**config.mk**
```make
export PLATFORM = sky130hd
export DESIGN_NAME = vtbr_root_cell
export DESIGN_NICKNAME = d
export VERILOG_FILES = /design/src/rtl/core/vtbr_pkg.sv /design/src/rtl/core/vtbr_root_cell.sv
export SDC_FILE = /design/constraint.sdc
export NUM_CORES = 1
export LEC_CHECK = 0
export BUFFER_PORTS_ARGS = -buffer_cell sky130_fd_sc_hd__buf_2
export CAP_MARGIN = 25
export CORE_MARGIN = 1.5
export CORE_UTILIZATION = 52
export CTS_BUF_LIST = sky130_fd_sc_hd__clkbuf_16
export CTS_CLUSTER_SIZE = 12
export DETAILED_ROUTE_END_ITERATION = 6
export PLACE_DENSITY = 0.86
export SYNTH_ARGS = -nofsm -noshare
export SYNTH_HDL_FRONTEND = slang
export SYNTH_SLANG_ARGS = --single-unit
```
**constraint.sdc**
```tcl
create_clock -name clk_i -period 6.12 [get_ports clk_i]
set_input_delay 0.306 -clock clk_i [delete_from_list [all_inputs] [get_ports clk_i]]
set_output_delay 0.306 -clock clk_i [all_outputs]
set_load 0.005 [all_outputs]
```
**src/rtl/core/vtbr_pkg.sv**
```systemverilog
// ----------------------------------------------------------------------------
// vtbr_pkg: shared types and constants for the vertex transform block
// Register map, configuration bundle, root cell data and lane helper.
// ----------------------------------------------------------------------------
package vtbr_pkg;

  // default vertex coordinate width
  localparam int unsigned COORD_WIDTH_DEF = 16;

  // coefficient and center lanes are always 16 bits
  localparam int unsigned LANE_W = 16;

  // root result and its clamp value
  localparam int unsigned RADIUS_W = 17;
  localparam logic [RADIUS_W-1:0] RADIUS_MAX = {RADIUS_W{1'b1}};

  // integer square root over a 64-bit radicand: one result bit per cell
  localparam int unsigned SUMSQ_W    = 64;
  localparam int unsigned ROOT_STEPS = 32;
  localparam int unsigned ROOT_MSB   = 62;

  // magnitudes at or above this bit force the radius to its clamp
  localparam int unsigned MAG_W = 31;

  // configuration port
  localparam int unsigned CFG_DATA_W = 64;
  localparam int unsigned CFG_ADDR_W = 5;
  localparam int unsigned CENTER_W   = 48;

  typedef enum logic [1:0] {
    REG_ROW_X  = 2'd0,
    REG_ROW_Y  = 2'd1,
    REG_ROW_Z  = 2'd2,
    REG_CENTER = 2'd3
  } reg_idx_e;

  localparam logic [63:0] ROW_X_RST = 64'h0000_0000_0000_0100;
  localparam logic [63:0] ROW_Y_RST = 64'h0000_0000_0100_0000;
  localparam logic [63:0] ROW_Z_RST = 64'h0000_0100_0000_0000;
  localparam logic [CENTER_W-1:0] CENTER_RST = '0;

  // configuration seen by the transform stages
  typedef struct packed {
    logic [63:0]         row_x;
    logic [63:0]         row_y;
    logic [63:0]         row_z;
    logic [CENTER_W-1:0] center;
  } cfg_t;

  // word handed from one root cell to the next
  typedef struct packed {
    logic [SUMSQ_W-1:0] rem;
    logic [SUMSQ_W-1:0] root;
    logic               big;
  } root_t;

  // signed 16-bit lane k of a packed register
  function automatic logic signed [LANE_W-1:0] lane(input logic [63:0] r,
                                                    input int unsigned k);
    return signed'(r[LANE_W*k +: LANE_W]);
  endfunction

endpackage

```
**src/rtl/core/vtbr_root_cell.sv**
```systemverilog
// ----------------------------------------------------------------------------
// vtbr_root_cell: one step of the integer square root chain
// Tries one result bit against the running remainder and hands the word on.
// ----------------------------------------------------------------------------
module vtbr_root_cell #(
  parameter int unsigned STEP = 0,
  parameter int unsigned PW   = 48
) (
  input  logic            clk_i,
  input  logic            rst_ni,
  input  logic            valid_i,
  output logic            ready_o,
  input  vtbr_pkg::root_t root_i,
  input  logic [PW-1:0]   pay_i,
  output logic            valid_o,
  input  logic            ready_i,
  output vtbr_pkg::root_t root_o,
  output logic [PW-1:0]   pay_o
);

  localparam int unsigned NW = vtbr_pkg::SUMSQ_W;
  localparam logic [NW-1:0] BIT = NW'(1) << (vtbr_pkg::ROOT_MSB - 2 * STEP);

  logic            valid_q;
  vtbr_pkg::root_t root_q;
  vtbr_pkg::root_t root_d;
  logic [PW-1:0]   pay_q;
  logic [NW-1:0]   trial;

  assign ready_o = !valid_q || ready_i;

  // trial subtract of this bit
  always_comb begin
    trial      = root_i.root + BIT;
    root_d.big = root_i.big;
    if (root_i.rem >= trial) begin
      root_d.rem  = root_i.rem - trial;
      root_d.root = (root_i.root >> 1) + BIT;
    end else begin
      root_d.rem  = root_i.rem;
      root_d.root = root_i.root >> 1;
    end
  end

  always_ff @(posedge clk_i or negedge rst_ni) begin
    if (!rst_ni) begin
      valid_q <= 1'b0;
    end else if (ready_o) begin
      valid_q <= valid_i;
    end
  end

  always_ff @(posedge clk_i) begin
    if (ready_o) begin
      root_q <= root_d;
      pay_q  <= pay_i;
    end
  end

  assign valid_o = valid_q;
  assign root_o  = root_q;
  assign pay_o   = pay_q;

endmodule

```
==> metrics.cfg <==
[detailed_routing]
drtPass1Iterations = 5
wirelength_mm = 31.2
vias = 9379
ant_nets = 0
wl_per_cell_um = 19.5
vias_per_cell = 5.85
drt_iter0_drc = 779
drc = 0

[synth]
synth_top_area_frac = 0.494
yosys.area_share.xor_xnor = 0.0375
synth_mux_area_frac = 0.0488
synth_seq_cells = 178
yosys-top-cells-count = edfxtp_1, a21oi_1, inv_1
synth_edf_count = 177
ys_seq_area_frac = 0.497
synth_top_cell_by_area = edfxtp_1
synth.most_common_cell = edfxtp_1
synth_top_family_by_area = compound AO/OA/AOI/OAI gates
yosysWarningCount = 0
synth-compound-area-share = 0.192
ys_types = 66
async_flop_share = 0.00562
ys.flop_type = edfxtp_1
synth_nets = 1216
synthSimpleGateAreaFrac = 0.101
syn-instance-count = 970
ys_top_cells_by_area = edfxtp_1, ha_1, a21oi_1
synthAdderAreaFrac = 0.0763
synth_area_um2 = 10800
synth.avg_cell_area_um2 = 11.1

[min_path]
holdPathStages = 1
hp-class = input port to register

[power_and_ir_drop]
power.total_mw = 3.53
power_density_nw_per_um2 = 264
p_leak_nw = 5.96
max-vdd-ir-drop_mv = 0.206

[timing]
clock_skew_ns = 0.00636
setup_viol = 0
rsz0062_at_grt = false
slew_headroom = 0.341
hold_viol_final = 0
fin_crit_ns = 4.11
final_max_slew_viol_count = 0
max_freq_ghz = 0.243
tightest_slew_ns = 0.974
finalSetupTns_ns = 0
period_share = 0.672

[critical_path]
end_kind = register
critPathMaxFanout = 31
startpoint_type = input port
path_cells = buf_2 > ha_1 > fa_1 > nand2b_1 > a21oi_1 > o211ai_2 > a211oi_2 > o21ba_2 > o221ai_2 > a22o_1 > o21ai_4 > buf_12 > mux2_2
max_stage_delay_ns = 0.66
path_class = input port to register
required_ns = 6.31
r2r_cells = 3
crit_family = compound AO/OA/AOI/OAI gates
cp.arrival_ns = 4.30
cp_slowest_cell = o21ai_4
cp_num_buf_inv = 2
path_depth = 13

[cells_and_area]
num-fill-cells = 1583
nets = 1561
multi_input_area_um2 = 4910
utilization = 0.662
syn2layout_area_growth_pct = 24.6
drive_above_1_share = 0.335
ff_latch_area_um2 = 5340

[place]
globalplace.congestion = 0.936
io_buffers = 359
dp_hpwl_mm = 24.1

[floorplanning]
io_pins = 360
core_um2 = 20200
row_count = 52
fp.dieH_um = 147
start_util = 0.531
die_w_um = 147
dieArea_um2 = 21600

[clocking]
post_cts_resize_count = 0
cts_setup_buffers = 0
cts_buffer_depth = 2
cts_tree = done
cts.sinks = 178
htreeDepth = 4
cts_made_buffers = 17
clk_pin_slew_ns = 0.08
clock_latency_ns = 0.44
ctsHoldBuffers = 1
cts_root_buffer = clkbuf_16

[global_routing]
grt_overflow = 0
antenna_found_initial = 3
grt_pass1_vias = 9200
grt_pass1_wl_mm = 47.4
grtUsageTotal = 0.283
grt_max_degree = 102

[flow_run]
drv_cap = 0

[outcome]
outcome = complete, no violations

==> per-stage QoR <==
| step | cell area, um2 | hold WS (ns) | std cells | setup slack [ns] |
|---|---|---|---|---|
| CTS | 13400 | 0.0287 | 1597 | 2.08 |
| global route | 13400 | 0.0250 | 1599 | 1.81 |
| global placement | 12800 | 0.0803 | 1564 | 1.73 |
| detailed placement | 12800 | 0.0825 | 1564 | 1.62 |
| floorplan | 10800 | 0.0104 | 970 | 0.937 |
| finish | 13400 | 0.0361 | 1603 | 2.01 |
==> worst paths after layout <==
kind / slack [ns] / start / end
setup / recovery: 2.01 / root_i[1] / root_o[71]$_DFFE_PP_
hold / removal: 0.04 / pay_i[11] / pay_o[11]$_DFFE_PP_
setup reg to reg: 4.39 / valid_o$_DFFE_PN0P_ / root_o[19]$_DFFE_PP_
hold reg to reg: 0.64 / valid_o$_DFFE_PN0P_ / pay_o[42]$_DFFE_PP_
max in group asynchronous: 5.87 / rst_ni / valid_o$_DFFE_PN0P_
min in group asynchronous: 0.17 / rst_ni / valid_o$_DFFE_PN0P_
==> logic make-up (layout without fill, tap and decap cells) <==
family,Yosys count,in the layout
flip-flops,178,178
multiplexers,47,47
AND/OR/NAND/NOR,210,210
other,0,5
buffers and inverters,124,482
adder cells (fa/ha/maj),65,65
AO/OA/AOI/OAI,300,300
XOR/XNOR,46,46
==> area by class of cell <==
class                      instances  share of cell area
antenna                            5            0.000934
timing repair buffer             366               0.142
inverter                          84              0.0235
clock inverter                    15              0.0115
multi-input combinational        668               0.367
sequential                       178               0.399
clock buffer                      17              0.0318
tap                              270              0.0252
==> flip-flops by register name, indices dropped and copies added, names as in the netlist <==
| name | count |
|---|---|
| root_o | 129 |
| pay_o | 48 |
| valid_o | 1 |
==> power breakdown <==
| part | internal [mW] | total [mW] | switching (mW) |
|---|---|---|---|
| logic | 0.382 | 0.904 | 0.522 |
| clock network | 0.550 | 1.09 | 0.543 |
| registers | 1.50 | 1.54 | 0.0323 |
| total | 2.44 | 3.53 | 1.10 |
==> cells in the final DEF, fill, tap and decap left out, types with 6 or more instances in the layout <==
| cell | n |
|---|---|
| o21ai_0 | 45 |
| o31ai_1 | 14 |
| a21oi_1 | 86 |
| o21a_1 | 13 |
| mux2_2 | 17 |
| a21o_1 | 35 |
| o211ai_1 | 23 |
| ha_1 | 64 |
| xor2_1 | 14 |
| nand2b_1 | 6 |
| clkbuf_16 | 17 |
| edfxtp_1 | 177 |
| o21bai_1 | 18 |
| inv_6 | 6 |
| xnor2_1 | 32 |
| nand4_1 | 22 |
| o41ai_2 | 6 |
| nand3_1 | 15 |
| nor4_1 | 7 |
| nand2_1 | 63 |
| nor2_1 | 34 |
| inv_1 | 85 |
| mux2_1 | 26 |
| and2_1 | 11 |
| and3_1 | 8 |
| a21boi_0 | 7 |
| and4_1 | 7 |
| nor3_1 | 13 |
| a31oi_1 | 10 |
| buf_2 | 359 |
==> layer usage <==
metal	up-vias	track usage	wire (um)
met3	104	0.0543	2290
li1	4361	-	-
met4	0	0.125	1220
met2	500	0.511	16100
met1	4414	0.326	11600
met5	-	0	0
(Power assumes the default switching activity.)
