### config.mk
export PLATFORM = sky130hd
export DESIGN_NAME = vtbr_out
export DESIGN_NICKNAME = d
export VERILOG_FILES = /design/src/rtl/core/vtbr_pkg.sv /design/src/rtl/core/vtbr_out.sv
export SDC_FILE = /design/constraint.sdc
export NUM_CORES = 1
export LEC_CHECK = 0
export ABC_CLOCK_PERIOD_IN_PS = 3000
export BUFFER_PORTS_ARGS = -buffer_cell sky130_fd_sc_hd__buf_4
export CAP_MARGIN = 20
export CELL_PAD_IN_SITES_DETAIL_PLACEMENT = 2
export CELL_PAD_IN_SITES_GLOBAL_PLACEMENT = 2
export CORE_AREA = 2 2 122 124
export CTS_BUF_LIST = sky130_fd_sc_hd__clkbuf_8
export DETAILED_ROUTE_END_ITERATION = 12
export DIE_AREA = 0 0 124 126
export HOLD_SLACK_MARGIN = 0.1
export PLACE_DENSITY_LB_ADDON = 0.25
export RECOVER_POWER = 25
export SLEW_MARGIN = 15
export SYNTH_ARGS = -nofsm -noshare
export SYNTH_HDL_FRONTEND = slang
export SYNTH_SLANG_ARGS = --single-unit
### constraint.sdc
create_clock -name clk_i -period 3 [get_ports clk_i]
set_input_delay 0.6 -clock clk_i [delete_from_list [all_inputs] [get_ports clk_i]]
set_output_delay 0.6 -clock clk_i [all_outputs]
set_load 0.05 [all_outputs]
### src/rtl/core/vtbr_pkg.sv
// ----------------------------------------------------------------------------
// vtbr_pkg: shared types and constants for the vertex transform block
// Register map, configuration bundle, root cell data and lane helper.
// ----------------------------------------------------------------------------
package vtbr_pkg;

  // default vertex coordinate width
  localparam int unsigned COORD_WIDTH_DEF = 16;

  // coefficient and center lanes are always 16 bits
  localparam int unsigned LANE_W = 16;

  // root result and its clamp value
  localparam int unsigned RADIUS_W = 17;
  localparam logic [RADIUS_W-1:0] RADIUS_MAX = {RADIUS_W{1'b1}};

  // integer square root over a 64-bit radicand: one result bit per cell
  localparam int unsigned SUMSQ_W    = 64;
  localparam int unsigned ROOT_STEPS = 32;
  localparam int unsigned ROOT_MSB   = 62;

  // magnitudes at or above this bit force the radius to its clamp
  localparam int unsigned MAG_W = 31;

  // configuration port
  localparam int unsigned CFG_DATA_W = 64;
  localparam int unsigned CFG_ADDR_W = 5;
  localparam int unsigned CENTER_W   = 48;

  typedef enum logic [1:0] {
    REG_ROW_X  = 2'd0,
    REG_ROW_Y  = 2'd1,
    REG_ROW_Z  = 2'd2,
    REG_CENTER = 2'd3
  } reg_idx_e;

  localparam logic [63:0] ROW_X_RST = 64'h0000_0000_0000_0100;
  localparam logic [63:0] ROW_Y_RST = 64'h0000_0000_0100_0000;
  localparam logic [63:0] ROW_Z_RST = 64'h0000_0100_0000_0000;
  localparam logic [CENTER_W-1:0] CENTER_RST = '0;

  // configuration seen by the transform stages
  typedef struct packed {
    logic [63:0]         row_x;
    logic [63:0]         row_y;
    logic [63:0]         row_z;
    logic [CENTER_W-1:0] center;
  } cfg_t;

  // word handed from one root cell to the next
  typedef struct packed {
    logic [SUMSQ_W-1:0] rem;
    logic [SUMSQ_W-1:0] root;
    logic               big;
  } root_t;

  // signed 16-bit lane k of a packed register
  function automatic logic signed [LANE_W-1:0] lane(input logic [63:0] r,
                                                    input int unsigned k);
    return signed'(r[LANE_W*k +: LANE_W]);
  endfunction

endpackage

### src/rtl/core/vtbr_out.sv
// ----------------------------------------------------------------------------
// vtbr_out: radius clamp, running maximum and output register
// Holds the finished word until the receiver takes it.
// ----------------------------------------------------------------------------
module vtbr_out #(
  parameter int unsigned PW = 48
) (
  input  logic                          clk_i,
  input  logic                          rst_ni,
  input  logic                          valid_i,
  output logic                          ready_o,
  input  vtbr_pkg::root_t               root_i,
  input  logic [PW-1:0]                 pay_i,
  output logic                          valid_o,
  input  logic                          ready_i,
  output logic [PW-1:0]                 pay_o,
  output logic [vtbr_pkg::RADIUS_W-1:0] radius_o
);

  localparam int unsigned RW = vtbr_pkg::RADIUS_W;

  logic          valid_q;
  logic [RW-1:0] max_q;
  logic [RW-1:0] max_d;
  logic [RW-1:0] rad;
  logic [PW-1:0] pay_q;
  logic          load;

  assign ready_o = !valid_q || ready_i;
  assign load    = valid_i && ready_o;

  // clamp the root, then keep the larger radius
  always_comb begin
    if (root_i.big || (root_i.root[vtbr_pkg::SUMSQ_W-1:RW] != '0)) begin
      rad = vtbr_pkg::RADIUS_MAX;
    end else begin
      rad = root_i.root[RW-1:0];
    end
    max_d = (rad > max_q) ? rad : max_q;
  end

  always_ff @(posedge clk_i or negedge rst_ni) begin
    if (!rst_ni) begin
      valid_q <= 1'b0;
      max_q   <= '0;
    end else begin
      if (ready_o) begin
        valid_q <= valid_i;
      end
      if (load) begin
        max_q <= max_d;
      end
    end
  end

  always_ff @(posedge clk_i) begin
    if (load) begin
      pay_q <= pay_i;
    end
  end

  assign valid_o  = valid_q;
  assign pay_o    = pay_q;
  assign radius_o = max_q;

endmodule

==> impl_metrics.toml <==
[run_status]
outcome = "complete, but fails checks"
violations = "setup timing"

[die]
fp.dieH_um = 126
core_region_area_mm2 = 0.0143
pin_count = 248
rows = 44
die_x_um = 124
die-area_mm2 = 0.0156
initial_utilization = 0.226

[timing]
worst_slew_pin_slew_ns = 0.610
hold_viol = 0
finalCritPeriodShare = 1.10
rsz0062_at_grt = "true"
slew_headroom = 0.594
fin_skew_ns = 0.0173
layout_min_cycle_time_ns = 3.30
finalSetupViolCount = 17
final_max_slew_viol_count = 0
fmax_mhz = 303
worst_slack_ns = -0.295

[clock_network]
cts.sinks = 66
htree_levels = 3
clk_pin_slew_ns = 0.08
clockBufferDepth = 2
numCtsBuffers = 9
clock_latency_ns = 0.36
root_buffer = "clkbuf_8"
cts_tree = "built"

[drt]
totalWireLength_mm = 12.5
first_pass_iters = 4
remaining_drc_errors = 0
drt_iter0_drc = 71
ant_nets = 0
via_count = 2980
wl_per_cell_um = 19.4
via_per_inst = 4.60

[synth]
async_flop_share = 0.273
synth_ff_type = "edfxtp_1"
yosysWarningCount = 0
yosysUniqueCellTypes = 35
synth_top_area_cell = "edfxtp_1"
syn_inst = 247
synth.top_cell.area_share = 0.446
synth_edf_count = 48
synth_seq_cells = 66
synth_area_mm2 = 0.00323
ys_top_cells_by_area = "edfxtp_1 45%, dfrtp_1 14%, ha_1 6.6%, o32ai_1 4.6%, o211ai_1 4.0%"
yosysMostFrequentCell = "edfxtp_1"
syn_avg_cell_area_um2 = 13.1
ys_top_cells_by_count = "48 x edfxtp_1, 18 x dfrtp_1"
yosysSeqAreaShare = 0.586
syn-num-nets = 445

[min_path]
worstHoldPathType = "in2reg"
hold_depth = 1
hold_path_end = "pay_o[30]$_DFFE_PP_"
hold_start = "pay_i[30]"

[power_and_ir_drop]
irDropWorstVdd_v = 0.000292
powerDensity_mw_per_mm2 = 797
power_leakage_nw = 2.31

[run]
maxCapViolCount = 0

[placement]
place_ws_ns = -0.800
dp_hpwl_mm = 9.23
dp_cells = 622
port_buffers = 183
gp_congestion = 0.785

[global_routing]
grt_start_max_net_pins = 49
grt_pass1_vias = 3287
grt_usage = 0.160
grt_pass1_wl_mm = 18.5
grt_overflow_total = 0
antenna_found_initial = 0

[layout]
fin_cells = 648
drive_gt1_frac = 0.631
n_fill_cell = 1491
diodes = 0
area_growth_pct = 74.6
nNetsFinal = 657

[critical_path]
regToRegSetupSlack_ns = 0.81
path_common_cell = "or3_4"
cp.required_ns = 3.23
arrival_ns = 3.53
timing.rr.start = "radius_o[14]$_DFFE_PN0P_"
reg2reg_to = "radius_o[0]$_DFFE_PN0P_"
crit_path_start_kind = "primary input"
cp_cell_sequence = "buf_4 > nor4_4 > nand4_1 > or3_4 > buf_6 > or2_1 > ha_4 > nand2_1 > or3_4 > buf_6 > a21oi_4 > or3_4 > buf_8 > a31oi_1"
path_max_fanout = 7
worstSetupEndpointType = "register"
critPathSlowestCell = "or3_4"
critPathMaxStageDelay_ns = 0.44
r2r_cells = 9
path_class = "in2reg"
placed cells by master (no fill, tap or decap), drive strengths merged:
master	n
clkbuf	55
a21o	1
o211ai	17
o21ai	1
clkinvlp	2
a311oi	1
nor2b	1
bufinv	1
nand2	4
a31oi	1
o41a	1
nor2	1
nor3	16
inv	19
o21bai	1
dlygate4sd3	1
buf	171
or2	16
ha	17
nand2b	2
nor4	12
nand3	3
o41ai	1
clkinv	2
dfrtp	18
a21oi	23
edfxtp	48
o32ai	17
and2	1
nand4	5
o21a	2
or3	3
through the flow:
| stage | power [mW] | area [µm²] | TNS [ns] | utilization | hold WS, ns |
|---|---|---|---|---|---|
| 6_report | 4.49 | 5640 | -4.55 | 0.394 | 0.435 |
| 5_1_grt | 4.76 | 5640 | -6.07 | 0.394 | 0.408 |
| 4_1_cts | 4.39 | 5490 | -4.29 | 0.384 | 0.397 |
| 3_5_place_dp | 3.37 | 5050 | -13.14 | 0.353 | 0.505 |
| 3_3_place_gp | 3.31 | 5050 | -12.52 | 0.353 | 0.500 |
| 2_1_floorplan | 2.62 | 3410 | -10.75 | - | 0.304 |
how the worst max path moves through the flow:
stage                     slack, ns                  endpoint        from
final                         -0.30   radius_o[0]$_DFFE_PN0P_  root_i[56]
after global routing          -0.39   radius_o[0]$_DFFE_PN0P_  root_i[45]
after CTS                     -0.26   radius_o[1]$_DFFE_PN0P_  root_i[56]
after detailed placement      -0.80   radius_o[4]$_DFFE_PN0P_  root_i[23]
after global placement        -0.76  radius_o[14]$_DFFE_PN0P_  root_i[23]
after floorplan               -0.69   radius_o[6]$_DFFE_PN0P_  root_i[30]
flip-flops by register name, indices dropped and copies added (netlist names):
name and count:
radius_o 17, valid_o 1, pay_o 48
logic make-up (layout without fill, tap and decap cells):
group,Yosys count,count (layout),synth area share
buffers and inverters,34,251,0.0635
flip-flops,66,66,0.586
AND/OR/NAND/NOR,64,64,0.118
AO/OA/AOI/OAI,66,66,0.167
adder cells (fa/ha/maj),17,17,0.0659
report_power, final:
group | leakage (nW) | switching (mW) | total, mW | internal, mW
Combinational | 1.57 | 1.48 | 2.49 | 1.02
Sequential | 0.640 | 0.0998 | 1.21 | 1.11
Clock | 0.0962 | 0.399 | 0.789 | 0.390
Total | 2.31 | 1.98 | 4.49 | 2.52
layer usage:
| metal | wire (µm) | global-route usage | vias up |
|---|---|---|---|
| li1 | - | - | 1392 |
| met1 | 4820 | 0.180 | 1439 |
| met2 | 6360 | 0.281 | 144 |
| met3 | 1250 | 0.0571 | 5 |
| met4 | 113 | 0.0456 | 0 |
| met5 | 0 | 0 | - |
final cells by class:
| type | count | area, µm² | area share |
|---|---|---|---|
| well taps | 184 | 230 | 0.0408 |
| multi-input cells | 147 | 1510 | 0.267 |
| inverters | 17 | 63.8 | 0.0113 |
| clock buffers | 9 | 124 | 0.0220 |
| repair buffers | 218 | 1750 | 0.310 |
| clock inverters | 7 | 76.3 | 0.0135 |
| flip-flops and latches | 66 | 1890 | 0.335 |
worst max-delay path: cells and delay by family:
family / cells / cell delay (ns)
AND/OR/NAND/NOR: 7 / 1.82
buffers and inverters: 4 / 0.55
adder cells (fa/ha/maj): 1 / 0.28
AO/OA/AOI/OAI: 2 / 0.27
what timing repair did:
action                                  in CTS  in global routing
hold buffers                                 1                  0
buffers inserted                             5                  0
pin swaps                                    9                  4
endpoints found under the setup margin      17                 17
gates resized for setup                     38                 20
cloned                                       2                  2
endpoints found under the hold margin        5                  0
Note: power is estimated with default switching activity, not from simulation.
